`config.mk`:
```
export PLATFORM = sky130hd
export DESIGN_NAME = key_click_long_double_classifier
export DESIGN_NICKNAME = d
export VERILOG_FILES = /design/src/kcl_pkg.sv /design/src/kcl_state.sv /design/src/key_click_long_double_classifier.sv
export SDC_FILE = /design/constraint.sdc
export NUM_CORES = 1
export LEC_CHECK = 0
export BUFFER_PORTS_ARGS = -buffer_cell sky130_fd_sc_hd__buf_2
export CORE_MARGIN = 4
export CORE_UTILIZATION = 45
export DETAILED_ROUTE_END_ITERATION = 10
export PLACE_DENSITY = 0.6
export SLEW_MARGIN = 5
export SYNTH_ARGS = -nofsm -noshare
export SYNTH_HDL_FRONTEND = slang
export SYNTH_HIERARCHICAL = 1
export SYNTH_SLANG_ARGS = --single-unit
```
`constraint.sdc`:
```
create_clock -name clock -period 9.2 [get_ports clock]
set_input_delay 1.84 -clock clock [delete_from_list [all_inputs] [get_ports clock]]
set_output_delay 1.84 -clock clock [all_outputs]
set_load 0.01 [all_outputs]
```
`src/kcl_pkg.sv`:
```
// Shared types and constants for the key click / long / double classifier.
// No dependencies; imported by every module of the block.
`timescale 1ns / 1ps

package kcl_pkg;

   // Register map
   localparam int CSR_INDEX_W = 1;
   localparam int CSR_DATA_W  = 16;
   localparam logic [CSR_INDEX_W-1:0] CSR_LONG_PRESS_TICKS    = 1'd0;
   localparam logic [CSR_INDEX_W-1:0] CSR_DOUBLE_CLICK_WINDOW = 1'd1;

   // Register reset values
   localparam logic [15:0] LONG_PRESS_TICKS_RST    = 16'd10;
   localparam logic [15:0] DOUBLE_CLICK_WINDOW_RST = 16'd5;

   // Counter widths and limits
   localparam int HOLD_W  = 16;
   localparam int WIN_W   = 16;
   localparam int CLICK_W = 8;
   localparam logic [CLICK_W-1:0] CLICK_MAX    = 8'd255;
   localparam logic [CLICK_W-1:0] DOUBLE_CLICKS = 8'd2;

   typedef enum logic [1:0] {
      OP_SCAN  = 2'd0,
      OP_GET   = 2'd1,
      OP_CLEAR = 2'd2,
      OP_RSVD  = 2'd3
   } op_type;

   typedef enum logic [1:0] {
      EV_NONE   = 2'd0,
      EV_CLICK  = 2'd1,
      EV_LONG   = 2'd2,
      EV_DOUBLE = 2'd3
   } event_type;

   typedef struct packed {
      logic [15:0] long_press_ticks;
      logic [15:0] double_click_window;
   } cfg_type;

   typedef struct packed {
      logic   valid;
      op_type op;
      logic   pressed;
   } step_type;

   typedef struct packed {
      event_type event_res;
      logic      beep;
   } result_type;

endpackage

```
`src/kcl_state.sv`:
```
// Classifier state registers and their per-request update.
// Depends on kcl_pkg for the operation and event codes and the step structs.
`timescale 1ns / 1ps

module kcl_state
   import kcl_pkg::*;
(
   input  logic       clock,
   input  logic       reset,
   input  cfg_type    cfg,
   input  step_type   step,
   output result_type result
);

   logic               level_ff, level_in;
   logic [HOLD_W-1:0]  hold_count_ff, hold_count_in;
   logic [WIN_W-1:0]   window_count_ff, window_count_in;
   logic [CLICK_W-1:0] click_count_ff, click_count_in;
   event_type          event_latch_ff, event_latch_in;

   logic [HOLD_W-1:0]  hold_inc;
   logic [CLICK_W-1:0] click_mid;
   logic               beep;

   // Next state for one request
   always_comb begin
      level_in        = level_ff;
      hold_count_in   = hold_count_ff;
      window_count_in = window_count_ff;
      click_count_in  = click_count_ff;
      event_latch_in  = event_latch_ff;
      click_mid       = click_count_ff;
      beep            = 1'b0;
      hold_inc        = (hold_count_ff != '0) ? hold_count_ff + 1'b1 : hold_count_ff;

      if (step.valid) begin
         case (step.op)
            OP_SCAN: begin
               level_in = step.pressed;
               if (!level_ff && step.pressed) begin
                  // press edge: count the click, start the hold timer
                  click_mid     = (click_count_ff == CLICK_MAX) ? CLICK_MAX
                                                                : click_count_ff + 1'b1;
                  hold_count_in = {{(HOLD_W-1){1'b0}}, 1'b1};
                  beep          = 1'b1;
               end else if (level_ff && step.pressed) begin
                  // held: advance the hold timer, latch long at threshold
                  if (hold_inc >= cfg.long_press_ticks) begin
                     event_latch_in = EV_LONG;
                     hold_count_in  = '0;
                  end else begin
                     hold_count_in = hold_inc;
                  end
               end else if (level_ff && !step.pressed) begin
                  // release edge: classify the press
                  if (click_count_ff >= DOUBLE_CLICKS) begin
                     event_latch_in = EV_DOUBLE;
                  end else if (hold_count_ff != '0 &&
                               hold_count_ff < cfg.long_press_ticks) begin
                     event_latch_in = EV_CLICK;
                  end
               end
               click_count_in = click_mid;
               // released with clicks pending: run the window, drop on expiry
               if (click_mid != '0 && !step.pressed) begin
                  if (window_count_ff < cfg.double_click_window) begin
                     window_count_in = window_count_ff + 1'b1;
                  end else begin
                     window_count_in = '0;
                     click_count_in  = '0;
                  end
               end
            end
            OP_GET, OP_CLEAR: begin
               event_latch_in = EV_NONE;
            end
            default: begin
            end
         endcase
      end
   end

   // Result: latch before this request, beep on press edge
   always_comb begin
      result.event_res = event_latch_ff;
      result.beep      = beep;
   end

   always_ff @(posedge clock) begin
      if (reset) begin
         level_ff        <= 1'b0;
         hold_count_ff   <= '0;
         window_count_ff <= '0;
         click_count_ff  <= '0;
         event_latch_ff  <= EV_NONE;
      end else begin
         level_ff        <= level_in;
         hold_count_ff   <= hold_count_in;
         window_count_ff <= window_count_in;
         click_count_ff  <= click_count_in;
         event_latch_ff  <= event_latch_in;
      end
   end

`ifndef SYNTHESIS
   a_beep_means_pressed: assert property (@(posedge clock) disable iff (reset)
      result.beep |=> level_ff)
      else $error("beep without the level going to pressed");

   a_get_clears_latch: assert property (@(posedge clock) disable iff (reset)
      step.valid && (step.op == OP_GET || step.op == OP_CLEAR) |=> event_latch_ff == EV_NONE)
      else $error("event latch not cleared by get or clear");

   a_rsvd_no_change: assert property (@(posedge clock) disable iff (reset)
      step.valid && step.op == OP_RSVD |=>
         $stable(level_ff) && $stable(hold_count_ff) && $stable(click_count_ff)
         && $stable(window_count_ff) && $stable(event_latch_ff))
      else $error("reserved operation changed state");

   a_idle_holds: assert property (@(posedge clock) disable iff (reset)
      !step.valid |=> $stable(click_count_ff) && $stable(event_latch_ff))
      else $error("state changed without a request");
`endif

endmodule

```
`src/key_click_long_double_classifier.sv`:
```
// Top level of the key click / long press / double click classifier.
// Depends on kcl_pkg and kcl_state.
`timescale 1ns / 1ps
//
//  channel  ports                               direction  accepted when
//  req      req_valid/ready, operation, pressed in         req_valid && req_ready
//  rsp      rsp_valid/ready, event_res, beep    out        rsp_valid && rsp_ready
//  csr      csr_we, csr_index, csr_wdata        in         csr_we
//
//  One request per cycle sustained while rsp_ready is high; each request is a
//  single pass from the input register through the state update into the
//  result register, where the result is registered.
//  Synchronous active-high reset clears all control and classifier state and
//  loads the register reset values. A stalled result holds in the output
//  register while one more request waits in the input register.

module key_click_long_double_classifier
   import kcl_pkg::*;
(
   input  logic                   clock,
   input  logic                   reset,
   input  logic                   req_valid,
   output logic                   req_ready,
   input  logic [1:0]             req_operation,
   input  logic                   req_pressed,
   output logic                   rsp_valid,
   input  logic                   rsp_ready,
   output logic [1:0]             rsp_event_res,
   output logic                   rsp_beep,
   input  logic                   csr_we,
   input  logic [CSR_INDEX_W-1:0] csr_index,
   input  logic [CSR_DATA_W-1:0]  csr_wdata
);

   cfg_type    cfg_ff, cfg_in;
   logic       s1_valid_ff, s1_valid_in;
   op_type     s1_op_ff;
   logic       s1_pressed_ff;
   logic       rsp_valid_ff, rsp_valid_in;
   result_type rsp_ff;
   result_type result;
   step_type   step;
   logic       advance;

   // Configuration writes
   always_comb begin
      cfg_in = cfg_ff;
      if (csr_we) begin
         case (csr_index)
            CSR_LONG_PRESS_TICKS:    cfg_in.long_press_ticks    = csr_wdata;
            CSR_DOUBLE_CLICK_WINDOW: cfg_in.double_click_window = csr_wdata;
            default: begin
            end
         endcase
      end
   end

   // Advance a request when the result register is free or draining
   assign advance     = s1_valid_ff && (!rsp_valid_ff || rsp_ready);
   assign req_ready   = !s1_valid_ff || advance;
   assign s1_valid_in = req_ready ? req_valid : s1_valid_ff;
   assign rsp_valid_in = advance ? 1'b1 : (rsp_ready ? 1'b0 : rsp_valid_ff);

   assign step.valid   = advance;
   assign step.op      = s1_op_ff;
   assign step.pressed = s1_pressed_ff;

   kcl_state u_state (
      .clock  (clock),
      .reset  (reset),
      .cfg    (cfg_ff),
      .step   (step),
      .result (result)
   );

   always_ff @(posedge clock) begin
      if (reset) begin
         cfg_ff.long_press_ticks    <= LONG_PRESS_TICKS_RST;
         cfg_ff.double_click_window <= DOUBLE_CLICK_WINDOW_RST;
         s1_valid_ff                <= 1'b0;
         rsp_valid_ff               <= 1'b0;
      end else begin
         cfg_ff       <= cfg_in;
         s1_valid_ff  <= s1_valid_in;
         rsp_valid_ff <= rsp_valid_in;
      end
   end

   // Payload registers
   always_ff @(posedge clock) begin
      if (req_valid && req_ready) begin
         s1_op_ff      <= op_type'(req_operation);
         s1_pressed_ff <= req_pressed;
      end
      if (advance) begin
         rsp_ff <= result;
      end
   end

   assign rsp_valid     = rsp_valid_ff;
   assign rsp_event_res = rsp_ff.event_res;
   assign rsp_beep      = rsp_ff.beep;

endmodule

```
; ---- Yosys cells after proc, flatten, opt, wreduce, memory -nomap -nowiden
; Index checks and enable logic that the tools add are counted.
[classes]
n_eq_ne = 7
muxes = 21
order_cmp = 4
reduce_logical = 26
n_bitwise = 1
n_addsub = 3
[ops]
columns = op, n
row1 = $mux W16, 5
row2 = $mux W8, 6
row3 = $add A16 B1 Y16 const B, 2
row4 = $lt A16 B16 Y1, 2
row5 = $ge A16 B16 Y1, 1
row6 = $reduce_bool A16 Y1, 1
row7 = $mux W2, 6
row8 = $add A8 B1 Y8 const B, 1
row9 = $eq A8 B8 Y1 const B, 1
row10 = $ge A8 B2 Y1 const B, 1
row11 = $reduce_bool A8 Y1, 1
row12 = $logic_and A1 B1 Y1, 7
row13 = $reduce_and A2 Y1, 3
row14 = $reduce_and A3 Y1, 2
row15 = $reduce_and A6 Y1, 1
row16 = $reduce_bool A2 Y1, 3
row17 = $logic_not A1 Y1, 4
row18 = $ne A4 B1 Y1 const B, 1
row19 = $pmux W2 S2, 1
row20 = $mux W1, 3
row21 = $ne A3 B1 Y1 const B, 1
row22 = $ne A3 B3 Y1 const B, 1
row23 = $eq A2 B1 Y1 const B, 1
row24 = $eq A2 B2 Y1 const B, 1
row25 = 5 further kinds, 6
[totals]
regBits = 83
out_inout_bits = 5
in_bits = 25
elab_cells = 75

; ---- Depth between registers and ports, before layout
[logic_depth]
ltp_word = 8
ltp_mapped = 16
mapped_depth_nobuf = 14

; ---- Modules after synthesis
; The synthesis kept the hierarchy.
[by_module_without_submodules]
columns = mod, cells_each, instances, area_each_um2, seq_area_each_um2
row1 = kcl_state, 499, 1, 3931.3, 860.8
row2 = key_click_long_double_classifier, 144, 1, 1617.8, 860.8

; ---- Worst setup path before layout
; No wires, ideal clock.
[synth_timing]
kind = input port to output port
start = input rsp_ready
end = output req_ready
n_path_buf = 0
path_slack_ns = 5.312
t_arrival_ns = 2.048
cell_stages = 1
required_ns = 7.360
cell_sequence = nand3b_1
[synth_between]
elab_chain_len = 3
[synth_lines]
columns = item, line_no
row1 = from (decl), key_click_long_double_classifier.sv:27  ; input logic rsp_ready,
row2 = $logic_or A1 B1 Y1, key_click_long_double_classifier.sv:59  ; assign advance = s1_valid_ff && (!rsp_valid_ff || rsp_ready);
row3 = $logic_and A1 B1 Y1, key_click_long_double_classifier.sv:59
row4 = $logic_or A1 B1 Y1, key_click_long_double_classifier.sv:60  ; assign req_ready = !s1_valid_ff || advance;
row5 = to (decl), key_click_long_double_classifier.sv:23  ; output logic req_ready,
; No other way between the ends.

; ---- Worst setup path after layout
; Ends and elaborated chain as after synthesis.

==> impl_metrics.py <==
metrics = {
    "yosys": {
        "synth_edf_count": 6,
        "synthFlopType": "sky130_fd_sc_hd__dfxtp_1",
        "ys_warn_count": 6,
        "synth_top_cell_by_area": "sky130_fd_sc_hd__dfxtp_1",
        "syn_area_per_cell_um2": 8.63,
        "leading_cell_type_by_number_of_instances_after_synthesis": "sky130_fd_sc_hd__dfxtp_1",
        "post_synth_most_frequent_cells": "sky130_fd_sc_hd__dfxtp_1, sky130_fd_sc_hd__ha_1, sky130_fd_sc_hd__inv_1",
        "synth.top_cells.by_area": "sky130_fd_sc_hd__dfxtp_1, sky130_fd_sc_hd__ha_1, sky130_fd_sc_hd__mux2i_1",
        "yosys_register_bits": 83,
        "synthArstFlopShare_pct": 0,
        "synth.lib_cells_used.distinct": 75,
        "synth_largest_type_area_fraction_pct": 27.8,
        "synth.cell_area_um2": 5550,
        "synthesis.instances": 643,
        "synth_sequential_area_ratio_pct": 31.0,
        "synth.net_count": 720,
    },
    "pwr": {
        "seq_power_share_pct": 45.8,
        "leakage_nw": 2.44,
        "power_switching_share_pct": 27.9,
        "ir_drop_v": 0.000108,
        "power_frac_comb_pct": 11.5,
        "cellInternalPower_mw": 0.611,
        "power.total_mw": 0.848,
        "power_per_cell_area_nw_per_um2": 141,
        "power_frac_clock_pct": 42.7,
        "switchingPower_mw": 0.237,
    },
    "layout": {
        "syn_to_final_growth_pct": 8.12,
        "antenna_cells_inserted": 0,
        "finish.instance_area_um2": 6000,
        "fillers": 1151,
        "num-nets-final": 722,
        "share_of_layout_cells_above_drive_strength_1_pct": 10.5,
    },
    "global_route": {
        "first_global_vias": 4491,
        "grt_antenna_before_repair": 0,
        "global_route_wire_length_before_repair_um": 22700,
        "globalRouteTotalUtil_pct": 19.6,
        "grt_max_degree": 72,
        "globalRouteOverflowTotal": 0,
    },
    "die": {
        "boundaryPins": 30,
        "design.core.area_um2": 12100,
        "die-area_um2": 14200,
        "die_x_um": 119,
        "chipHeight_um": 119,
        "floorplan.rows": 40,
        "floorplan.initialDensity_pct": 46.0,
    },
    "setup_path": {
        "worstRegToRegCells": 14,
        "crit_path_max_fo": 3,
        "timing.rr.end": "u_state/hold_count_ff[9]",
        "worstReg2RegStart": "u_state/hold_count_ff[0]",
        "cp.arrival_ns": 2.26,
        "timing.critical_path.required_ns": 7.36,
        "rrSetupSlack_ns": 5.18,
        "cp-end-kind": "primary output",
        "crit_type": "input pin to primary output",
        "critPathLaunchType": "input pin",
    },
    "detailed_routing": {
        "first_iter_violations": 232,
        "detail-route-antenna-nets": 0,
        "route.detailed.drc": 0,
        "routed_via_density": 5.65,
        "first_pass_iters": 4,
        "via_count": 4622,
        "routed_wl_um": 13400,
        "average_wire_per_standard_cell_um": 16.4,
    },
    "timing": {
        "setup-tns-final_ns": 0,
        "timing_worst_slew_pin_value_ns": 0.747,
        "report.final.setup_viol": 0,
        "slew_headroom_pct": 50.1,
        "timing.final.crit_period_ns": 4.10,
        "timing.final.hold_violations": 0,
        "finalCritPeriodShare_pct": 44.6,
        "timing_max_transition_violations_final": 0,
        "fmaxAchievable_mhz": 244,
        "grt_setup_unrepaired": "false",
        "fin_worst_skew_ns": 0.00859,
    },
    "placed_design": {
        "post-dp-hpwl_um": 9840,
        "gpl.final_weighted_congestion": 0.874,
        "cell_area_placed_um2": 5700,
        "io_buffer_count": 29,
    },
    "clocking": {
        "numCtsBuffers": 9,
        "cts.sinks": 83,
        "cts_root_buf": "sky130_fd_sc_hd__clkbuf_16",
        "clk_transition_reported_paths_ns": 0.06,
        "postCtsSetupBuffers": 0,
        "cts-resized-gates": 0,
        "post_cts_hold_buffer_count": 0,
        "clock_tree.buffer_depth": 2,
        "cts_tree": "built",
        "clk_latency_ns": 0.35,
        "clock_tree.htree_level_count": 3,
    },
    "job": {
        "max_cap_viol_count": 0,
    },
    "min_path": {
        "min_delay_worst_endpoint": "rsp_event_res[1]",
        "worstHoldStart": "u_state/event_latch_ff[1]",
        "holdPathStages": 0,
        "hold_class": "flop to flop",
    },
    "status": {
        "outcome": "finished, final reports clean",
    },
}
-- kinds of logic (layout without fill, tap and decap cells) --
group	after synthesis	in the layout	share of synthesized area, %
mux	31	31	5.61
compound gates	145	145	19.4
simple gates	227	227	22.6
flops	83	83	31.0
xor+xnor	16	16	2.53
buf+inv	89	96	7.13
fa+ha+maj	52	52	11.7
-- layout make-up --
class                   count  area (um^2)  area share, %
well taps                 168          210           3.50
multi-input cells         471         3430           57.2
inverters                  50          188           3.13
clock buffers              10          239           3.98
flip-flops and latches     83         1720           28.7
clock inverters             6         56.3          0.938
repair buffers             30          153           2.54
-- layout by cell type, fill, tap and decap left out, drive strengths merged, types with 10 or more instances in the layout --
cell	instances
nor3	20
nand2	36
ha	52
buf	30
a21oi	39
o21ai	29
nand3	26
mux2i	30
inv	54
nor2	39
xnor2	10
dfxtp	77
clkbuf	10
nand2b	40
a32o	10
and3	14
-- flip-flops by register name, indices dropped and copies added, names as in the netlist --
register                 count
cfg_ff                      32
u_state/hold_count_ff       16
u_state/window_count_ff     16
u_state/click_count_ff       8
rsp_event_res                2
s1_op_ff                     2
u_state/event_latch_ff       2
rsp_beep                     1
rsp_valid                    1
s1_pressed_ff                1
s1_valid_ff                  1
u_state/level_ff             1
-- metrics by stage --
| stage | std cells | worst slack [ns] | util, % | hold WS (ns) |
|---|---|---|---|---|
| after global routing | 818 | 4.79 | 49.7 | 0.449 |
| after global placement | 802 | 4.93 | 47.3 | 0.420 |
| final | 818 | 5.10 | 49.7 | 0.434 |
| after CTS | 818 | 5.09 | 49.7 | 0.437 |
| after detailed placement | 802 | 4.87 | 47.3 | 0.418 |
| after floorplan | 643 | 5.31 | - | 0.408 |
-- power groups by stage --
stage | sequential, mW | combinational, mW | clock [mW]
after floorplan | 0.390 | 0.0784 | 0
after global placement | 0.396 | 0.0949 | 0
after detailed placement | 0.396 | 0.0971 | 0
after CTS | 0.388 | 0.0979 | 0.372
after global routing | 0.390 | 0.110 | 0.390
final | 0.388 | 0.0976 | 0.362
-- worst max-delay path by stage --
stage | slack (ns) | endpoint | from
4_1_cts | 5.09 | req_ready | rsp_ready
5_1_grt | 4.79 | u_state/hold_count_ff[9] | u_state/hold_count_ff[0]
6_report | 5.10 | req_ready | rsp_ready
3_5_place_dp | 4.87 | u_state/window_count_ff[9] | rsp_ready
3_3_place_gp | 4.93 | u_state/window_count_ff[12] | rsp_ready
2_1_floorplan | 5.31 | req_ready | rsp_ready
-- worst max-delay path: stages --
cell	delay [ns]
sky130_fd_sc_hd__buf_2	0.10
sky130_fd_sc_hd__nand3b_1	0.17
sky130_fd_sc_hd__buf_2	0.16
-- layer usage --
metal	up-vias	GRT usage (%)	wire, um
li1	2318	-	-
met1	2163	26.5	6350
met2	114	30.7	6110
met3	27	5.41	691
met4	0	5.58	240
met5	-	0	0
(Power assumes the default switching activity.)
